<file path="src/hw/rtl/bed_pkg.sv">
// Package for the backslash escape decoder: payload types, mode codes and helpers.
package bed_pkg;

  localparam int unsigned CharW   = 8;
  localparam int unsigned NibbleW = 4;
  localparam int unsigned ModeW   = 3;

  // Decoder mode codes
  localparam logic [ModeW-1:0] MODE_NORMAL = 3'd0;
  localparam logic [ModeW-1:0] MODE_ESCAPE = 3'd1;
  localparam logic [ModeW-1:0] MODE_HEX_HI = 3'd2;
  localparam logic [ModeW-1:0] MODE_HEX_LO = 3'd3;
  localparam logic [ModeW-1:0] MODE_DROP   = 3'd4;

  // Characters of interest
  localparam logic [CharW-1:0] CHAR_NUL  = 8'h00;
  localparam logic [CharW-1:0] CHAR_BSL  = 8'h5C;
  localparam logic [CharW-1:0] CHAR_R    = 8'h72;
  localparam logic [CharW-1:0] CHAR_N    = 8'h6E;
  localparam logic [CharW-1:0] CHAR_T    = 8'h74;
  localparam logic [CharW-1:0] CHAR_X    = 8'h78;
  localparam logic [CharW-1:0] BYTE_CR   = 8'h0D;
  localparam logic [CharW-1:0] BYTE_LF   = 8'h0A;
  localparam logic [CharW-1:0] BYTE_TAB  = 8'h09;

  typedef enum logic [1:0] {
    ST_OK     = 2'd0,
    ST_TRAIL  = 2'd1,
    ST_BADHEX = 2'd2,
    ST_UNSUP  = 2'd3
  } status_e;

  typedef struct packed {
    logic [CharW-1:0] in_char;
  } in_item_t;

  typedef struct packed {
    logic [CharW-1:0] out_byte;
    logic             byte_valid;
    status_e          status;
    logic             done_res;
  } out_item_t;

  // One decode step: result request plus the next state
  typedef struct packed {
    logic               emit;
    out_item_t          res;
    logic [ModeW-1:0]   mode_n;
    logic [NibbleW-1:0] nibble_n;
  } step_t;

  typedef struct packed {
    logic               ok;
    logic [NibbleW-1:0] value;
  } hex_t;

  // Decode one hex digit of either case
  function automatic hex_t hex_value(input logic [CharW-1:0] c);
    hex_t h;
    h.ok    = 1'b1;
    h.value = '0;
    if (c inside {[8'h30:8'h39]}) begin
      h.value = NibbleW'(c - 8'h30);
    end else if (c inside {[8'h61:8'h66]}) begin
      h.value = NibbleW'(c - 8'h61 + 8'd10);
    end else if (c inside {[8'h41:8'h46]}) begin
      h.value = NibbleW'(c - 8'h41 + 8'd10);
    end else begin
      h.ok = 1'b0;
    end
    return h;
  endfunction

endpackage

</file>
<file path="src/hw/rtl/bed_step.sv">
// Combinational decode step: one character against the current mode.
module bed_step (
  input  logic [bed_pkg::ModeW-1:0]   mode_i,
  input  logic [bed_pkg::NibbleW-1:0] nibble_i,
  input  logic [bed_pkg::CharW-1:0]   char_i,
  output bed_pkg::step_t              step_o
);

  bed_pkg::hex_t hex;

  assign hex = bed_pkg::hex_value(char_i);

  always_comb begin
    step_o                = '0;
    step_o.nibble_n       = nibble_i;
    step_o.mode_n         = bed_pkg::MODE_NORMAL;
    step_o.res.status     = bed_pkg::ST_OK;
    case (mode_i)
      bed_pkg::MODE_ESCAPE: begin
        step_o.emit = 1'b1;
        if (char_i == bed_pkg::CHAR_NUL) begin
          step_o.res.status   = bed_pkg::ST_TRAIL;
          step_o.res.done_res = 1'b1;
        end else if (char_i == bed_pkg::CHAR_R) begin
          step_o.res.out_byte   = bed_pkg::BYTE_CR;
          step_o.res.byte_valid = 1'b1;
        end else if (char_i == bed_pkg::CHAR_N) begin
          step_o.res.out_byte   = bed_pkg::BYTE_LF;
          step_o.res.byte_valid = 1'b1;
        end else if (char_i == bed_pkg::CHAR_T) begin
          step_o.res.out_byte   = bed_pkg::BYTE_TAB;
          step_o.res.byte_valid = 1'b1;
        end else if (char_i == bed_pkg::CHAR_BSL) begin
          step_o.res.out_byte   = bed_pkg::CHAR_BSL;
          step_o.res.byte_valid = 1'b1;
        end else if (char_i == bed_pkg::CHAR_X) begin
          step_o.emit   = 1'b0;
          step_o.mode_n = bed_pkg::MODE_HEX_HI;
        end else begin
          step_o.res.status   = bed_pkg::ST_UNSUP;
          step_o.res.done_res = 1'b1;
          step_o.mode_n       = bed_pkg::MODE_DROP;
        end
      end
      bed_pkg::MODE_HEX_HI, bed_pkg::MODE_HEX_LO: begin
        if (char_i == bed_pkg::CHAR_NUL) begin
          step_o.emit         = 1'b1;
          step_o.res.status   = bed_pkg::ST_BADHEX;
          step_o.res.done_res = 1'b1;
        end else if (!hex.ok) begin
          step_o.emit         = 1'b1;
          step_o.res.status   = bed_pkg::ST_BADHEX;
          step_o.res.done_res = 1'b1;
          step_o.mode_n       = bed_pkg::MODE_DROP;
        end else if (mode_i == bed_pkg::MODE_HEX_HI) begin
          step_o.nibble_n = hex.value;
          step_o.mode_n   = bed_pkg::MODE_HEX_LO;
        end else begin
          step_o.emit           = 1'b1;
          step_o.res.out_byte   = {nibble_i, hex.value};
          step_o.res.byte_valid = 1'b1;
        end
      end
      bed_pkg::MODE_DROP: begin
        // drop everything up to the terminating zero
        step_o.mode_n = (char_i == bed_pkg::CHAR_NUL) ? bed_pkg::MODE_NORMAL
                                                       : bed_pkg::MODE_DROP;
      end
      default: begin
        if (char_i == bed_pkg::CHAR_NUL) begin
          step_o.emit         = 1'b1;
          step_o.res.done_res = 1'b1;
        end else if (char_i == bed_pkg::CHAR_BSL) begin
          step_o.mode_n = bed_pkg::MODE_ESCAPE;
        end else begin
          step_o.emit           = 1'b1;
          step_o.res.out_byte   = char_i;
          step_o.res.byte_valid = 1'b1;
        end
      end
    endcase
  end

endmodule

</file>
<file path="config.mk">
export PLATFORM = sky130hd
export DESIGN_NAME = bed_step
export DESIGN_NICKNAME = d
export VERILOG_FILES = /design/src/hw/rtl/bed_pkg.sv /design/src/hw/rtl/bed_step.sv
export SDC_FILE = /design/constraint.sdc
export NUM_CORES = 1
export LEC_CHECK = 0
export BUFFER_PORTS_ARGS = -buffer_cell sky130_fd_sc_hd__buf_2
export CELL_PAD_IN_SITES_DETAIL_PLACEMENT = 0
export CELL_PAD_IN_SITES_GLOBAL_PLACEMENT = 1
export CORE_MARGIN = 3
export CORE_UTILIZATION = 36
export DETAILED_ROUTE_END_ITERATION = 12
export PLACE_DENSITY_LB_ADDON = 0.2
export SYNTH_ARGS = -nofsm -noshare
export SYNTH_HDL_FRONTEND = slang
export SYNTH_SLANG_ARGS = --single-unit
</file>
<file path="constraint.sdc">
create_clock -name vclk -period 5.92
set_input_delay 1.184 -clock vclk [all_inputs]
set_output_delay 1.184 -clock vclk [all_outputs]
set_load 0.01 [all_outputs]
</file>
### Word-level counts from Yosys, hierarchy flattened

Cells that the tools add are included.

| storage, ports and cells | value |
|---|---|
| bits in registers | 0 |
| latch bits | 0 |
| RAM bits | 0 |
| memory bits (read-only) | 0 |
| input bits | 15 |
| output and inout port bits | 20 |
| word-level logic and storage cells | 72 |
| memories kept | 0 |

| cells by class | value |
|---|---|
| add/subtract/negate cells | 5 |
| multiply operators | 0 |
| divide/modulo/power cells | 0 |
| order comparisons | 6 |
| equal/unequal tests | 9 |
| shifts and indexed selects | 0 |
| muxes and demuxes | 47 |
| bitwise gates (word level) | 0 |
| reductions and logical operators | 5 |

Operators with widths:

| kind | count |
|---|---|
| equality test 8 x 7 -> 1 bit, second input constant | 5 |
| 2-to-1 mux 8 bit | 4 |
| 2-to-1 mux 10 bit | 3 |
| 2-to-1 mux 6 bit | 5 |
| one-hot mux 10 bit (3 select lines) | 1 |
| 2-to-1 mux 9 bit | 3 |
| 2-to-1 mux 3 bit | 8 |
| 2-to-1 mux 4 bit | 5 |
| greater-or-equal comparator 8 x 7 -> 1 bit, second input constant | 2 |
| less-or-equal comparator 8 x 7 -> 1 bit, second input constant | 2 |
| 2-to-1 mux 1 bit | 14 |
| subtractor 4 x 1 -> 4 bit, second input constant | 3 |
| one-hot mux 3 bit (3 select lines) | 1 |
| adder 4 bit, second input constant | 2 |
| greater-or-equal comparator 8 x 6 -> 1 bit, second input constant | 1 |
| less-or-equal comparator 8 x 6 -> 1 bit, second input constant | 1 |
| logical NOT 8 bit | 1 |
| 2-to-1 mux 7 bit | 1 |
| equality test 3 x 2 -> 1 bit, second input constant | 2 |
| one-hot mux 2 bit (2 select lines) | 1 |
| equality test 3 x 1 -> 1 bit, second input constant | 1 |
| equality test 3 bit, second input constant | 1 |
| logical AND 1 bit | 3 |
| one-hot mux 1 bit (3 select lines) | 1 |
| OR reduction 2 bit | 1 |

### Depth between registers and ports, before layout

Gate-level depths: netlist of the first run.

| depth | value |
|---|---|
| word-level depth | 9 |
| mapped depth | 7 |
| mapped depth without buffers | 6 |

### Least setup slack after synthesis of the first run

No wires, ideal clock.

| timing | value |
|---|---|
| path type | input -> output |
| from | input port char_i[0] (netlist name) |
| to | output port step_o[0] (netlist name) |
| arrival time | 2.834 ns |
| data required time | 4.736 ns |
| path slack | 1.902 ns |
| cell stages on the path | 7 |
| path buffers | 1 |
| cell sequence | inv_1 > ha_1 > o21bai_1 > a2111o_1 > buf_6 > a211oi_4 > mux2_4 |

RTL lines:

| item | line | source |
|---|---|---|
| start: declaration | bed_step.sv:5 | `input logic [bed_pkg::CharW-1:0] char_i,` |
| end: declaration | bed_step.sv:6 | `output bed_pkg::step_t step_o` |

==> out/metrics.yaml, run 1 <==
busiest_layer: "met2"
seq_cell_count: 0
dp.final_hpwl_mm: 1.81
clock_buffers: 0
met1_usage: 0.258
yosysMostFrequentCell: "nand2_1"
worst_slack_ps: 1400
syn2layout_area_growth_pct: 24.1
yosys.area.top_type: "nand2_1"
critical_path_class: "in2out"
start_util: 0.395
grt_pass1_wl_mm: 3.56
max-slew-margin-rel: 0.585
tns_ps: 0
finalPower_mw: 0.0555
nNetsFinal: 155
hold_class: "in2out"
place_area_um2: 883
rsz0062_at_grt: "no"
ir_drop_v: 0.0000306
drtIter0Drc: 24
die_w_um: 50.5
drt-total-wl_mm: 2.16
post_cts_buffers: 0
rows: 15
synthCells: 104
grt_pass1_vias: 781
first_pass_iters: 4
overflow: 0
hold_buffers: 0
critPathCaptureType: "primary output"
syn_area_um2: 712
setup_violations: 0
synthTopCellsByCount: "nand2_1, inv_1, o21ai_0"
diodes: 0
hold_viol: 0
drive_gt1_frac: 0.306
core_mm2: 0.00180
status: "complete, no violations"
post_drt_wl_per_cell_um: 13.6
yosys.area.top_type_share: 0.0791
place_inst: 159
synthTopCellsByArea: "nand2_1, ha_1, mux2i_1, o21ai_0, or3_1"
slew_viol_final: 0
use_met3: 0.00297
postLayoutCellArea_um2: 883
route.detailed.drc: 0
pwr_density_cell_mw_per_mm2: 62.8
max_cap_violations: 0
instances_no_fill: 159
grt_util_met2: 0.265
max_freq_mhz: 221
dp_slack_ps: 1430
num_vias: 897
p_leak_nw: 0.417
finalCritPeriodShare: 0.764
antenna_left: 0
cts-resized-gates: 0
synth_nets: 123
critical_path_required_ps: 4740
io_pins: 35
arrival_ps: 3340
finalWeightedCongestion: 0.862
vias_per_cell: 5.64
die_h_um: 50.5
final-seq-area_um2: 0
tightest_slew_ps: 622
start_kind: "input pin"
ys_warn_count: 0
avgSynthCellArea_um2: 6.85
grt_max_degree: 12
grt_use_total: 0.169
die_area_mm2: 0.00255
port_buffers: 35
path_max_fanout: 8
ys_seq_area_frac: 0
finish.utilization: 0.490
synth_cell_types: 43
antenna_found_initial: 0
fin_hold_ws_ps: 2680
min_period_ps: 4520
==> kinds of logic (layout without fill, tap and decap cells) <==
kind of cell,Yosys count,in the layout,synth area share
muxes,6,6,0.0984
adders and majority gates,4,4,0.0703
and+or+nand+nor,49,49,0.380
buffers and inverters,12,42,0.0861
AOI/OAI and AO/OA,31,31,0.341
xor gates and xnor gates,2,2,0.0246
==> placed cells by master (no fill, tap or decap), drive strengths merged, types with 4 or more instances in the layout <==
master,count
o21ai,7
mux2i,4
nand2,16
or3,5
nor2,5
inv,7
nand3,5
o211ai,4
buf,35
ha,4
==> worst max-delay path, stage by stage <==
cell and delay [ps]:
buf_2 130, inv_1 130, ha_1 260, o21bai_1 100, a2111o_1 570, a211oi_4 470, mux2_4 340, buf_2 140
==> routing by layer <==
metal / up-vias / part of all wire
li1: 452 / -
met1: 411 / 0.52
met2: 32 / 0.43
met3: 2 / 0.043
met4: 0 / 0.0097
met5: - / 0
==> layout make-up <==
class | count | area, µm²
fillers | 221 | 918
multi-input cells | 92 | 651
repair buffers | 35 | 175
well taps | 25 | 31.3
inverters | 7 | 26.3
==> final timing paths <==
kind / from / cells past startpoint / slack [ps] / endpoint
min: nibble_i[1] / 3 / 2680 / step_o[16]
max: char_i[0] / 8 / 1400 / step_o[1]
==> report_power, final <==
| group | switching [mW] | internal (mW) | leakage [nW] | total, mW |
|---|---|---|---|---|
| clock | 0 | 0 | 0 | 0 |
| sequential | 0 | 0 | 0 | 0 |
| combinational | 0.0324 | 0.0231 | 0.417 | 0.0555 |
Note: power is estimated with default switching activity, not from simulation.
==> inputs of run 2 (changes only) <==
Settings changed: ABC_AREA from default to 1, CORE_UTILIZATION 36 to 28.
Clock period 5.92 ns to 4 ns, I/O delays scaled along.
==> run 2 against run 1 <==
First-iteration DRC count is 67% higher. Synthesized cell count increased by 35%. Via count rose by 10%. Cell count rose by 27%. Hold slack got worse by 780 ps. Global-route usage is 2.0 points lower. Sequential share of layout area is the same. Design area up 4.1%. Power up 50%. Sequential cell count stayed put. Non-clock buffer count unchanged.
==> out/metrics.yaml, run 2 <==
pwr_density_cell_mw_per_mm2: 90.6
arrival_ps: 2320
postLayoutCellArea_um2: 920
min_period_ps: 3120
cp_slowest_stage_delay_ps: 260
critical_path_class: "in2out"
critical_path_required_ps: 3200
yosys.area_share.simple: 0.715
pwr-share-comb: 1.000
rows: 17
synth_nets: 159
tightest_slew_ps: 442
path_max_fanout: 8
ir_drop_v: 0.0000417
synthTopCellsByArea: "nand2_1, nand3_1, inv_1, nand4_1, ha_1"
dp_slack_ps: 923
dp.final_hpwl_mm: 2.11
synthMuxAreaShare: 0
final-seq-area_um2: 0
num_vias: 991
drive_gt1_frac: 0.276
io_pins: 35
hold_buffers: 0
route.detailed.drc: 0
p_sw_mw: 0.0525
synth_fa_ha_area_frac: 0.0694
worst_slack_ps: 884
synthXorXnorAreaFrac: 0
p_leak_nw: 0.578
synthCells: 140
port_buffers: 35
overflow: 0
path_buf_inv: 4
grt_max_degree: 12
critPathCaptureType: "primary output"
crit_family: "buffers and inverters"
grt_pass1_wl_mm: 3.98
die_h_um: 56.7
drt-total-wl_mm: 2.44
start_kind: "input pin"
status: "complete, no violations"
internal_power_mw: 0.0307
drtIter0Drc: 40
synthTopCellsByCount: "nand2_1, inv_1, nand3_1"
max_freq_mhz: 321
grt_pass1_vias: 864
seq_cell_count: 0
antenna_found_initial: 0
min_from: "nibble_i[3]"
grt_use_total: 0.149
p_clk_frac: 0
slew_viol_final: 0
first_pass_iters: 4
synth-compound-area-share: 0.0851
mostFrequentLayoutCells: "nand2_1, buf_2, inv_1, nand3_1, nor2_1"
nNetsFinal: 195
layout_commonest_cell: "nand2_1"
rsz0062_at_grt: "no"
syn_area_um2: 721
max-slew-margin-rel: 0.704
tns_ps: 0
crit_chain: "buf_2, inv_1, ha_1, inv_1, nand3_1, nand3_4, a21oi_4, nand2_1, o21ai_0, buf_2"
syn2layout_area_growth_pct: 27.6
place_area_um2: 920
clock_buffers: 0
finalCritPeriodShare: 0.779
synth_cell_types: 19
hold_viol: 0
ys_seq_area_frac: 0
yosys.area.top_type_share: 0.250
antenna_left: 0
post_cts_buffers: 0
min_path_cells: 4
sw_frac_of_total: 0.631
finish.utilization: 0.397
yosysMostFrequentCell: "nand2_1"
hold_class: "in2out"
ys_warn_count: 0
cts-resized-gates: 0
cpMaxStageDelayCell: "a21oi_4"
worstHoldEndpoint: "step_o[3]"
die_w_um: 56.7
core_mm2: 0.00232
post_drt_wl_per_cell_um: 12.1
start_util: 0.311
seq_power_share: 0
diodes: 0
setup_violations: 0
vias_per_cell: 4.91
max_cap_violations: 0
die_area_mm2: 0.00322
avgSynthCellArea_um2: 5.15
yosys.area.top_type: "nand2_1"
finalWeightedCongestion: 0.837
synth_top_family_by_area: "simple AND/OR/NAND/NOR gates"
==> run 2: final cells by class <==
cell class                 count  area (µm²)
fill                         275        1400
inverter                      22        82.6
multi-input combinational    117         627
tap                           28        35.0
timing repair buffer          35         175
==> run 2: logic make-up after synthesis <==
| logic type | Yosys count |
|---|---|
| and+or+nand+nor | 103 |
| buffers and inverters | 23 |
| AOI/OAI and AO/OA | 10 |
| adders and majority gates | 4 |
==> run 2: metrics by stage <==
stage | std cells | power (mW) | hold WS (ps)
3_5_place_dp | 202 | 0.0834 | 1900
6_report | 202 | 0.0833 | 1900
2_1_floorplan | 140 | 0.0495 | 1720
3_3_place_gp | 202 | 0.0833 | 1890
5_1_grt | 202 | 0.0935 | 1920
4_1_cts | 202 | 0.0838 | 1900
==> run 2: metal layers <==
layer	track usage	part of all wire	vias up	wire length (µm)
li1	-	-	528	-
met3	0.00920	0.055	0	135
met5	0	0	-	0
met4	0	0	0	0
met2	0.246	0.46	28	1110
met1	0.224	0.49	435	1190
==> run 2: worst max path at each step <==
stage              start          to  depth (start not counted)
2_1_floorplan  char_i[0]  step_o[16]                          8
3_3_place_gp   char_i[0]  step_o[16]                         10
3_5_place_dp   char_i[0]  step_o[16]                         10
4_1_cts        char_i[0]  step_o[16]                         10
5_1_grt        char_i[0]  step_o[16]                         10
6_report       char_i[0]  step_o[16]                         10
==> run 2: power by group through the flow <==
| stage | combinational [mW] | sequential, mW | clock [mW] |
|---|---|---|---|
| CTS | 0.0838 | 0 | 0 |
| global route | 0.0935 | 0 | 0 |
| detailed placement | 0.0834 | 0 | 0 |
| finish | 0.0833 | 0 | 0 |
| global placement | 0.0833 | 0 | 0 |
| floorplan | 0.0495 | 0 | 0 |
==> inputs of run 3 (changes only) <==
Clock period 4 ns to 2.6 ns, I/O delays scaled along.
==> run 3 against run 2 <==
Die area stayed put. First-iteration DRC count is 45% lower. Design area is 1.6% higher. Critical path depth stayed put. Worst setup slack worse by 720 ps. Hold slack worse by 560 ps. Combinational power is 55% higher. Clock-buffer cell count stayed put. Cell count is 0.50% higher. Largest cell class unchanged. Largest power group unchanged.
==> out/metrics.yaml, run 3 (synthesized netlist as in run 2, its figures left out) <==
grt_use_total: 0.150
setup_violations: 0
min_period_ps: 2430
cp_slowest_stage_delay_ps: 230
io_pins: 35
antenna_found_initial: 0
p_leak_nw: 0.583
drive_gt1_frac: 0.291
mostFrequentLayoutCells: "nand2_1, buf_2, inv_1"
path_max_fanout: 8
tightest_slew_ps: 439
crit_family: "buffers and inverters"
finalPower_mw: 0.129
max-slew-margin-rel: 0.706
first_pass_iters: 4
tns_ps: 0
port_buffers: 35
n_fill_cell: 285
hold_buffers: 0
diodes: 0
hold_viol: 0
nNetsFinal: 196
crit_chain: "buf_2, inv_1, ha_2, inv_1, nand3_2, nand3_4, a21oi_4, nand2_1, o21ai_0, buf_2"
overflow: 0
start_kind: "input pin"
die_h_um: 56.7
arrival_ps: 1910
worst_slack_ps: 165
cpMaxStageDelayCell: "a21oi_4"
status: "complete, no violations"
seq_cell_count: 0
num_vias: 1008
cts-resized-gates: 0
drtIter0Drc: 22
multi_input_area_um2: 634
instances_no_fill: 203
critical_path_required_ps: 2080
start_util: 0.311
antenna_left: 0
die_area_mm2: 0.00322
core_mm2: 0.00232
fin_hold_ws_ps: 1340
layout_commonest_cell: "nand2_1"
pwr_density_cell_mw_per_mm2: 138
ir_drop_v: 0.0000621
dp.final_hpwl_mm: 2.11
route.detailed.drc: 0
syn2layout_area_growth_pct: 29.7
grt_pass1_vias: 887
path_buf_inv: 4
slew_viol_final: 0
dp_slack_ps: 80.4
max_cap_violations: 0
finalCritPeriodShare: 0.936
max_freq_mhz: 411
critPathCaptureType: "primary output"
post_drt_wl_per_cell_um: 12.1
hold_class: "in2out"
place_inst: 203
post_cts_buffers: 0
drt-total-wl_mm: 2.45
clock_buffers: 0
die_w_um: 56.7
grt_pass1_wl_mm: 4.06
critical_path_class: "in2out"
grt_max_degree: 9
final-seq-area_um2: 0
finalWeightedCongestion: 0.852
vias_per_cell: 4.97
rows: 17
-- run 3: cell types whose count changed in the layout (fill, tap and decap cells not counted) --
cell	delta
nand3_2	+1
nand3_1	-1
ha_2	+1
ha_1	-1
buf_4	+1
-- run 3: area by class of cell --
cell class / count / share of cell area
multi-input cells: 117 / 0.679
repair buffers: 36 / 0.195
inverters: 22 / 0.0884
well taps: 28 / 0.0375
-- run 3: path summary, 6_finish.rpt --
kind | start | slack (ps) | cells past startpoint | endpoint
worst max-delay path | char_i[0] | 170 | 10 | step_o[16]
worst min-delay path | nibble_i[3] | 1340 | 4 | step_o[3]
-- run 3: power breakdown --
group	leakage, nW	internal, mW	switching, mW
Combinational	0.583	0.0478	0.0811
Clock	0	0	0
Sequential	0	0	0
-- run 3: per-layer routing --
layer,GRT usage,vias up,part of all wire
met5,0,-,0
met4,0.0132,0,0.0090
met3,0.0115,2,0.063
met2,0.228,28,0.45
met1,0.236,450,0.48
li1,-,528,-
-- run 3: worst min-delay path: cells and delay by family --
| kind | cells | cell delay, ps |
|---|---|---|
| buffers and inverters | 2 | 210 |
| and+or+nand+nor | 2 | 90 |
-- run 3: per-stage QoR --
stage | utilization | instance area (µm²)
floorplan | - | 721
global placement | 0.400 | 927
detailed placement | 0.400 | 927
CTS | 0.400 | 927
global route | 0.403 | 935
finish | 0.403 | 935
